File: config.mk
export PLATFORM = sky130hd
export DESIGN_NAME = i2c_gpio_expander_regs
export DESIGN_NICKNAME = d
export VERILOG_FILES = /design/src/design/gpx_pkg.sv /design/src/design/gpx_ctrl.sv /design/src/design/gpx_dp.sv /design/src/design/i2c_gpio_expander_regs.sv
export SDC_FILE = /design/constraint.sdc
export NUM_CORES = 1
export LEC_CHECK = 0
export ABC_AREA = 1
export BUFFER_PORTS_ARGS = -buffer_cell sky130_fd_sc_hd__buf_2
export CAP_MARGIN = 20
export CORE_MARGIN = 4
export CORE_UTILIZATION = 55
export DETAILED_ROUTE_END_ITERATION = 10
export PLACE_DENSITY = 0.82
export SETUP_SLACK_MARGIN = 0.05
export SYNTH_ARGS = -nofsm -noshare
export SYNTH_HDL_FRONTEND = slang
export SYNTH_HIERARCHICAL = 1
export SYNTH_SLANG_ARGS = --single-unit
File: constraint.sdc
create_clock -name i_clk -period 3.7 [get_ports i_clk]
set_input_delay 0.37 -clock i_clk [delete_from_list [all_inputs] [get_ports i_clk]]
set_output_delay 0.37 -clock i_clk [all_outputs]
set_load 0.005 [all_outputs]
File: src/design/gpx_pkg.sv
// Package for the GPIO expander register block: request codes, register
// indexes, controller state and command types. No dependencies.
`default_nettype none

package gpx_pkg;

    localparam int unsigned ByteW   = 8;
    localparam int unsigned PinIdxW = 3;
    localparam int unsigned ModeW   = 2;
    localparam int unsigned RegIdxW = 2;

    localparam logic [ModeW-1:0] MODE_WR_START = 2'd0;
    localparam logic [ModeW-1:0] MODE_WR_BYTE  = 2'd1;
    localparam logic [ModeW-1:0] MODE_RD_REQ   = 2'd2;
    localparam logic [ModeW-1:0] MODE_PIN_CHG  = 2'd3;

    localparam logic [RegIdxW-1:0] REG_INPUT    = 2'd0;
    localparam logic [RegIdxW-1:0] REG_OUTPUT   = 2'd1;
    localparam logic [RegIdxW-1:0] REG_POLARITY = 2'd2;
    localparam logic [RegIdxW-1:0] REG_DIRECT   = 2'd3;

    typedef enum logic [1:0] {
        ST_EMPTY = 2'b01,
        ST_FULL  = 2'b10
    } t_ctl_state;

    typedef struct packed {
        logic load;
    } t_gpx_cmd;

endpackage

`default_nettype wire

File: src/design/gpx_ctrl.sv
// Controller for the GPIO expander register block: tracks the result
// register and issues the load command. Depends on gpx_pkg.
`default_nettype none

module gpx_ctrl (
    input  wire logic          i_clk,
    input  wire logic          i_rst_n,
    input  wire logic          i_in_valid,
    input  wire logic          i_out_stall,
    output logic               o_in_stall,
    output logic               o_out_valid,
    output gpx_pkg::t_gpx_cmd  o_cmd
);

    gpx_pkg::t_ctl_state r_state;
    gpx_pkg::t_ctl_state n_state;
    logic                accept;

    assign o_out_valid = (r_state == gpx_pkg::ST_FULL);
    assign o_in_stall  = o_out_valid && i_out_stall;
    assign accept      = i_in_valid && !o_in_stall;
    assign o_cmd.load  = accept;

    always_comb begin
        n_state = r_state;
        case (r_state)
            gpx_pkg::ST_EMPTY: begin
                if (accept) begin
                    n_state = gpx_pkg::ST_FULL;
                end
            end
            gpx_pkg::ST_FULL: begin
                if (!i_out_stall && !accept) begin
                    n_state = gpx_pkg::ST_EMPTY;
                end
            end
            default: begin
                n_state = gpx_pkg::ST_EMPTY;
            end
        endcase
    end

    always_ff @(posedge i_clk) begin
        if (!i_rst_n) begin
            r_state <= gpx_pkg::ST_EMPTY;
        end else begin
            r_state <= n_state;
        end
    end

endmodule

`default_nettype wire

File: src/design/gpx_dp.sv
// Datapath for the GPIO expander register block: pointer, port registers
// and the result register. Depends on gpx_pkg.
`default_nettype none

module gpx_dp (
    input  wire logic                          i_clk,
    input  wire logic                          i_rst_n,
    input  wire gpx_pkg::t_gpx_cmd             i_cmd,
    input  wire logic [gpx_pkg::ModeW-1:0]     i_mode,
    input  wire logic [gpx_pkg::ByteW-1:0]     i_byte_value,
    input  wire logic [gpx_pkg::PinIdxW-1:0]   i_pin_index,
    input  wire logic                          i_pin_level,
    output logic [gpx_pkg::ByteW-1:0]          o_read_byte,
    output logic                               o_nak,
    output logic [gpx_pkg::ByteW-1:0]          o_drive_changed,
    output logic [gpx_pkg::ByteW-1:0]          o_drive_levels
);

    logic [gpx_pkg::ByteW-1:0]   r_pointer, n_pointer;
    logic                        r_phase, n_phase;
    logic [gpx_pkg::ByteW-1:0]   r_in_port, n_in_port;
    logic [gpx_pkg::ByteW-1:0]   r_out_port, n_out_port;
    logic [gpx_pkg::ByteW-1:0]   r_polarity, n_polarity;
    logic [gpx_pkg::ByteW-1:0]   r_direct, n_direct;
    logic [gpx_pkg::ByteW-1:0]   r_read_byte, n_read_byte;
    logic                        r_nak, n_nak;
    logic [gpx_pkg::ByteW-1:0]   r_changed, n_changed;
    logic [gpx_pkg::ByteW-1:0]   r_levels;
    logic                        ptr_valid;
    logic [gpx_pkg::RegIdxW-1:0] reg_idx;
    logic [gpx_pkg::ByteW-1:0]   pin_bit;

    assign ptr_valid = (r_pointer[gpx_pkg::ByteW-1:gpx_pkg::RegIdxW] == '0);
    assign reg_idx   = r_pointer[gpx_pkg::RegIdxW-1:0];
    assign pin_bit   = gpx_pkg::ByteW'(1) << i_pin_index;

    always_comb begin
        n_pointer   = r_pointer;
        n_phase     = r_phase;
        n_in_port   = r_in_port;
        n_out_port  = r_out_port;
        n_polarity  = r_polarity;
        n_direct    = r_direct;
        n_read_byte = '0;
        n_nak       = 1'b0;
        n_changed   = '0;
        case (i_mode)
            gpx_pkg::MODE_WR_START: begin
                n_phase = 1'b0;
            end
            gpx_pkg::MODE_WR_BYTE: begin
                if (!r_phase) begin
                    n_pointer = i_byte_value;
                    n_phase   = 1'b1;
                end else if (!ptr_valid) begin
                    n_nak = 1'b1;
                end else begin
                    case (reg_idx)
                        gpx_pkg::REG_OUTPUT: begin
                            n_changed  = (r_out_port ^ i_byte_value) & ~r_direct;
                            n_out_port = i_byte_value;
                        end
                        gpx_pkg::REG_POLARITY: n_polarity = i_byte_value;
                        gpx_pkg::REG_DIRECT:   n_direct   = i_byte_value;
                        default: ;
                    endcase
                    n_pointer = r_pointer + gpx_pkg::ByteW'(1);
                end
            end
            gpx_pkg::MODE_RD_REQ: begin
                if (ptr_valid) begin
                    case (reg_idx)
                        gpx_pkg::REG_INPUT:    n_read_byte = r_in_port ^ r_polarity;
                        gpx_pkg::REG_OUTPUT:   n_read_byte = r_out_port;
                        gpx_pkg::REG_POLARITY: n_read_byte = r_polarity;
                        default:               n_read_byte = r_direct;
                    endcase
                    n_pointer = r_pointer + gpx_pkg::ByteW'(1);
                end
            end
            default: begin
                if (i_pin_level) begin
                    n_in_port = r_in_port | pin_bit;
                end else begin
                    n_in_port = r_in_port & ~pin_bit;
                end
            end
        endcase
    end

    always_ff @(posedge i_clk) begin
        if (!i_rst_n) begin
            r_pointer  <= '0;
            r_phase    <= 1'b0;
            r_in_port  <= '0;
            r_out_port <= '0;
            r_polarity <= '0;
            r_direct   <= '0;
        end else if (i_cmd.load) begin
            r_pointer  <= n_pointer;
            r_phase    <= n_phase;
            r_in_port  <= n_in_port;
            r_out_port <= n_out_port;
            r_polarity <= n_polarity;
            r_direct   <= n_direct;
        end
    end

    always_ff @(posedge i_clk) begin
        if (i_cmd.load) begin
            r_read_byte <= n_read_byte;
            r_nak       <= n_nak;
            r_changed   <= n_changed;
            r_levels    <= n_out_port;
        end
    end

    assign o_read_byte     = r_read_byte;
    assign o_nak           = r_nak;
    assign o_drive_changed = r_changed;
    assign o_drive_levels  = r_levels;

endmodule

`default_nettype wire

File: src/design/i2c_gpio_expander_regs.sv
// Top level of the GPIO expander register block: controller plus datapath.
// Depends on gpx_pkg, gpx_ctrl and gpx_dp.
//
//   Channel | Handshake                | Payload
//   in      | i_in_valid / o_in_stall  | i_mode, i_byte_value, i_pin_index, i_pin_level
//   out     | o_out_valid / i_out_stall| o_read_byte, o_nak, o_drive_changed, o_drive_levels
//
// The result of an accepted request appears in the result register on the
// next cycle. A new request is taken in the same cycle the result leaves,
// so the block sustains one request per cycle while the output is not stalled.
// Reset clears the state registers and empties the result register.
// A stalled result holds the input side only while the result register is full.
`default_nettype none

module i2c_gpio_expander_regs (
    input  wire logic                        i_clk,
    input  wire logic                        i_rst_n,
    input  wire logic                        i_in_valid,
    output logic                             o_in_stall,
    input  wire logic [gpx_pkg::ModeW-1:0]   i_mode,
    input  wire logic [gpx_pkg::ByteW-1:0]   i_byte_value,
    input  wire logic [gpx_pkg::PinIdxW-1:0] i_pin_index,
    input  wire logic                        i_pin_level,
    output logic                             o_out_valid,
    input  wire logic                        i_out_stall,
    output logic [gpx_pkg::ByteW-1:0]        o_read_byte,
    output logic                             o_nak,
    output logic [gpx_pkg::ByteW-1:0]        o_drive_changed,
    output logic [gpx_pkg::ByteW-1:0]        o_drive_levels
);

    gpx_pkg::t_gpx_cmd cmd;

    gpx_ctrl u_ctrl (
        .i_clk       (i_clk),
        .i_rst_n     (i_rst_n),
        .i_in_valid  (i_in_valid),
        .i_out_stall (i_out_stall),
        .o_in_stall  (o_in_stall),
        .o_out_valid (o_out_valid),
        .o_cmd       (cmd)
    );

    gpx_dp u_dp (
        .i_clk           (i_clk),
        .i_rst_n         (i_rst_n),
        .i_cmd           (cmd),
        .i_mode          (i_mode),
        .i_byte_value    (i_byte_value),
        .i_pin_index     (i_pin_index),
        .i_pin_level     (i_pin_level),
        .o_read_byte     (o_read_byte),
        .o_nak           (o_nak),
        .o_drive_changed (o_drive_changed),
        .o_drive_levels  (o_drive_levels)
    );

    a_accept_gives_result: assert property (@(posedge i_clk) disable iff (!i_rst_n)
        (i_in_valid && !o_in_stall) |=> o_out_valid)
        else $error("accepted request produced no result");

    a_empty_never_stalls: assert property (@(posedge i_clk) disable iff (!i_rst_n)
        !o_out_valid |-> !o_in_stall)
        else $error("input stalled with empty result register");

    a_nak_is_quiet: assert property (@(posedge i_clk) disable iff (!i_rst_n)
        (o_out_valid && o_nak) |-> (o_read_byte == '0 && o_drive_changed == '0))
        else $error("NAK result carries read data or pin changes");

    a_change_no_read: assert property (@(posedge i_clk) disable iff (!i_rst_n)
        (o_out_valid && o_drive_changed != '0) |-> (o_read_byte == '0))
        else $error("pin change reported together with read data");

endmodule

`default_nettype wire
==> summary.txt <==
Outcome
  – Status: complete, no violations

Setup path
  – Crit path kind: register to register
  – Crit path max fanout: 29
  – Critical path startpoint: u_ctrl/r_state[0]
  – Critical path arrival: 2540 ps
  – Crit path buf inv count: 5
  – Cell family with most CP delay: buffers and inverters
  – Worst R2R Start: u_ctrl/r_state[0]
  – Worst Path Required: 3940 ps
  – CP startpoint kind: register
  – Worst path cell trace: inv_1 > nand3_2 > nand2_1 > inv_1 > buf_4 > inv_2 > nor2_8 > nand2_4 > nor2_4 > inv_2 > nor2_1 > nor2_1
  – Crit-path max cell delay: 400 ps
  – Critical Path End Type: register
  – CP max-delay cell: buf_4

Timing
  – Max-slew violation count: 0
  – Worst clock skew: 9.31 ps
  – Headroom to the max-slew limit: 55.0%
  – RSZ-0062 raised after global routing: no
  – Min Clock Period, post-route: 2300 ps
  – Setup TNS: 0 ps
  – Slew @ Worst Pin: 675 ps
  – Hold Fails Final Rpt: 0
  – # setup viols final: 0
  – Fmax: 434 MHz
  – Fin crit share: 62.3%

Synth
  – Synth cell types: 26
  – Warnings, synthesis: 6
  – Area leader, netlist: dfxtp_1
  – Synthesized instance count: 418
  – Syn_nets: 445
  – Yosys reg bits: 68
  – Top cell type's share of synthesized area: 25.7%
  – Register area share after synthesis: 48.1%
  – Syn Std Cell Area: 0.00335 mm2
  – Dominant cells by area after synthesis: dfxtp_1 26%, edfxtp_1 22%, inv_1 6.2%
  – Mean Syn Cell Area: 8.02 um2

GRT
  – Aggregate global-route resource usage: 22.8%
  – Number of global-route vias before repair: 2799
  – First-pass GRT wire length: 13000 um
  – Largest net degree at the start of global routing: 30
  – GR Overflow Total: 0
  – Initial antenna violation count: 0

Clock network
  – Clock tree buffer depth: 2
  – Clock Sinks: 68
  – Worst skew pair latency: 350 ps
  – Root Buffer: clkbuf_8
  – H-tree levels: 3
  – Hold-fix buffer count after cts: 0
  – Post-CTS Setup Repair Bufs: 0
  – Post-CTS resize count: 0
  – Clock transition at path regs: 70 ps
  – CTS Buf Count: 9
  – CTS tree: yes

Route
  – DRC: 0
  – Vias per cell: 5.61
  – Initial drt markers: 329
  – WL/cell: 14.9 um
  – Final ANT Viol Nets: 0
  – Pre-antenna DRT Iters: 5
  – Wirelength, routed: 8080 um
  – Via count: 3037

Die
  – Initial core utilization: 56.6%
  – Die H: 86.1 um
  – Core area: 0.00592 mm2
  – Die area: 0.00741 mm2
  – Die width: 86.1 um
  – Rows: 28
  – I/O pin cnt: 45

Min path
  – Min-Delay Path Class: primary input to register
  – Beginning of the worst hold path: i_in_valid

Place
  – Gp weighted congestion: 0.900
  – DP HPWL: 5850 um
  – Port bufs: 44

Cells and area
  – # diodes: 0
  – Nets: 488
  – Layout cell share with drive strength beyond 1: 17.6%
  – Area Overhead vs Synth: 14.9%

Pwr
  – Worst vdd ir: 0.221 mV
  – Power Density: 441 mW/mm2
  – Total chip power: 1700 uW
  – Pleak: 0.00181 uW

Flow run
  – MaxCap Viol Count: 0
==> metrics by stage <==
| stage | setup slack (ps) | area, um2 | hold slack, ps | utilization, % | cells |
|---|---|---|---|---|---|
| 2_1_floorplan | 1650 | 3350 | 454 | - | 418 |
| 3_3_place_gp | 1400 | 3620 | 473 | 61.1 | 525 |
| 3_5_place_dp | 1310 | 3620 | 490 | 61.1 | 525 |
| 4_1_cts | 1410 | 3850 | 323 | 65.0 | 541 |
| 5_1_grt | 1130 | 3850 | 346 | 65.0 | 541 |
| 6_report | 1400 | 3850 | 328 | 65.0 | 541 |
==> cell usage after synthesis (all sizes together) <==
| cell type | count |
|---|---|
| a211oi | 2 |
| a21oi | 41 |
| buf | 8 |
| clkbuf | 6 |
| dfxtp | 43 |
| edfxtp | 25 |
| ha | 9 |
| inv | 58 |
| nand2 | 55 |
| nand3 | 39 |
| nand4 | 8 |
| nor2 | 57 |
| nor3 | 7 |
| o21ai | 38 |
| o21bai | 8 |
| or2 | 8 |
| xnor2 | 6 |
==> path summary, 6_finish.rpt <==
check                                           to  slack [ps]  cells past startpoint
worst max-delay path            u_dp/r_polarity[2]        1400                     12
worst min-delay path             u_ctrl/r_state[0]         330                      4
worst max register to register  u_dp/r_polarity[2]        1400                     12
worst min register to register   u_dp/r_pointer[5]         500                      2
==> worst min-delay path, stage by stage <==
cell and delay [ps]:
buf_2 110, inv_1 50, nand2_1 60, nand3_1 60
==> placed cells by master, fill, tap and decap left out <==
cell | synthesis | final
clkinv_2 | 0 | 1
o21bai_1 | 8 | 8
nand3_1 | 38 | 38
ha_1 | 9 | 9
nor2_8 | 2 | 2
a21oi_1 | 41 | 41
or2_2 | 8 | 8
xnor2_1 | 6 | 6
clkbuf_8 | 0 | 10
edfxtp_1 | 25 | 25
clkinvlp_4 | 0 | 1
nand2_2 | 1 | 1
nor2_2 | 1 | 1
nand2_1 | 52 | 52
inv_2 | 3 | 3
nor2_4 | 2 | 2
nor3_1 | 7 | 7
buf_4 | 2 | 2
nor2_1 | 52 | 52
nand4_1 | 8 | 8
buf_2 | 3 | 44
nand3_2 | 1 | 1
clkbuf_16 | 0 | 3
dfxtp_1 | 43 | 43
inv_1 | 55 | 55
o21ai_0 | 38 | 38
nand2_4 | 2 | 2
clkinv_4 | 0 | 1
a211oi_1 | 2 | 2
==> cell families after synthesis <==
logic type      after synthesis  synth area share, %
fa+ha+maj                     9                 3.36
xor+xnor                      6                 1.57
flops                        68                 48.1
compound gates               89                 14.0
simple gates                174                 24.6
buf+inv                      72                 8.40
==> power by group <==
group	internal (uW)	switching [uW]	total (uW)	leakage (uW)
logic	64.6	144	209	0.00109
clock network	384	286	670	0.000117
registers	806	15.2	821	0.000607
==> routing by layer <==
metal / GRT usage (%) / share of wire, % / routed length [um]
met1: 28.0 / 39 / 3190
met2: 37.4 / 48 / 3920
met3: 5.67 / 9.6 / 778
met4: 10.8 / 2.4 / 194
met5: 0 / 0 / 0
==> cell type report <==
class,count,area [um2]
Clock buffer,13,213
Clock inverter,3,21.3
Fill cell,498,2070
Inverter,58,218
Multi-Input combinational cell,278,1460
Sequential cell,68,1610
Tap cell,75,93.8
Timing Repair Buffer,46,235
No activity file was read; power rests on OpenSTA's default activity.
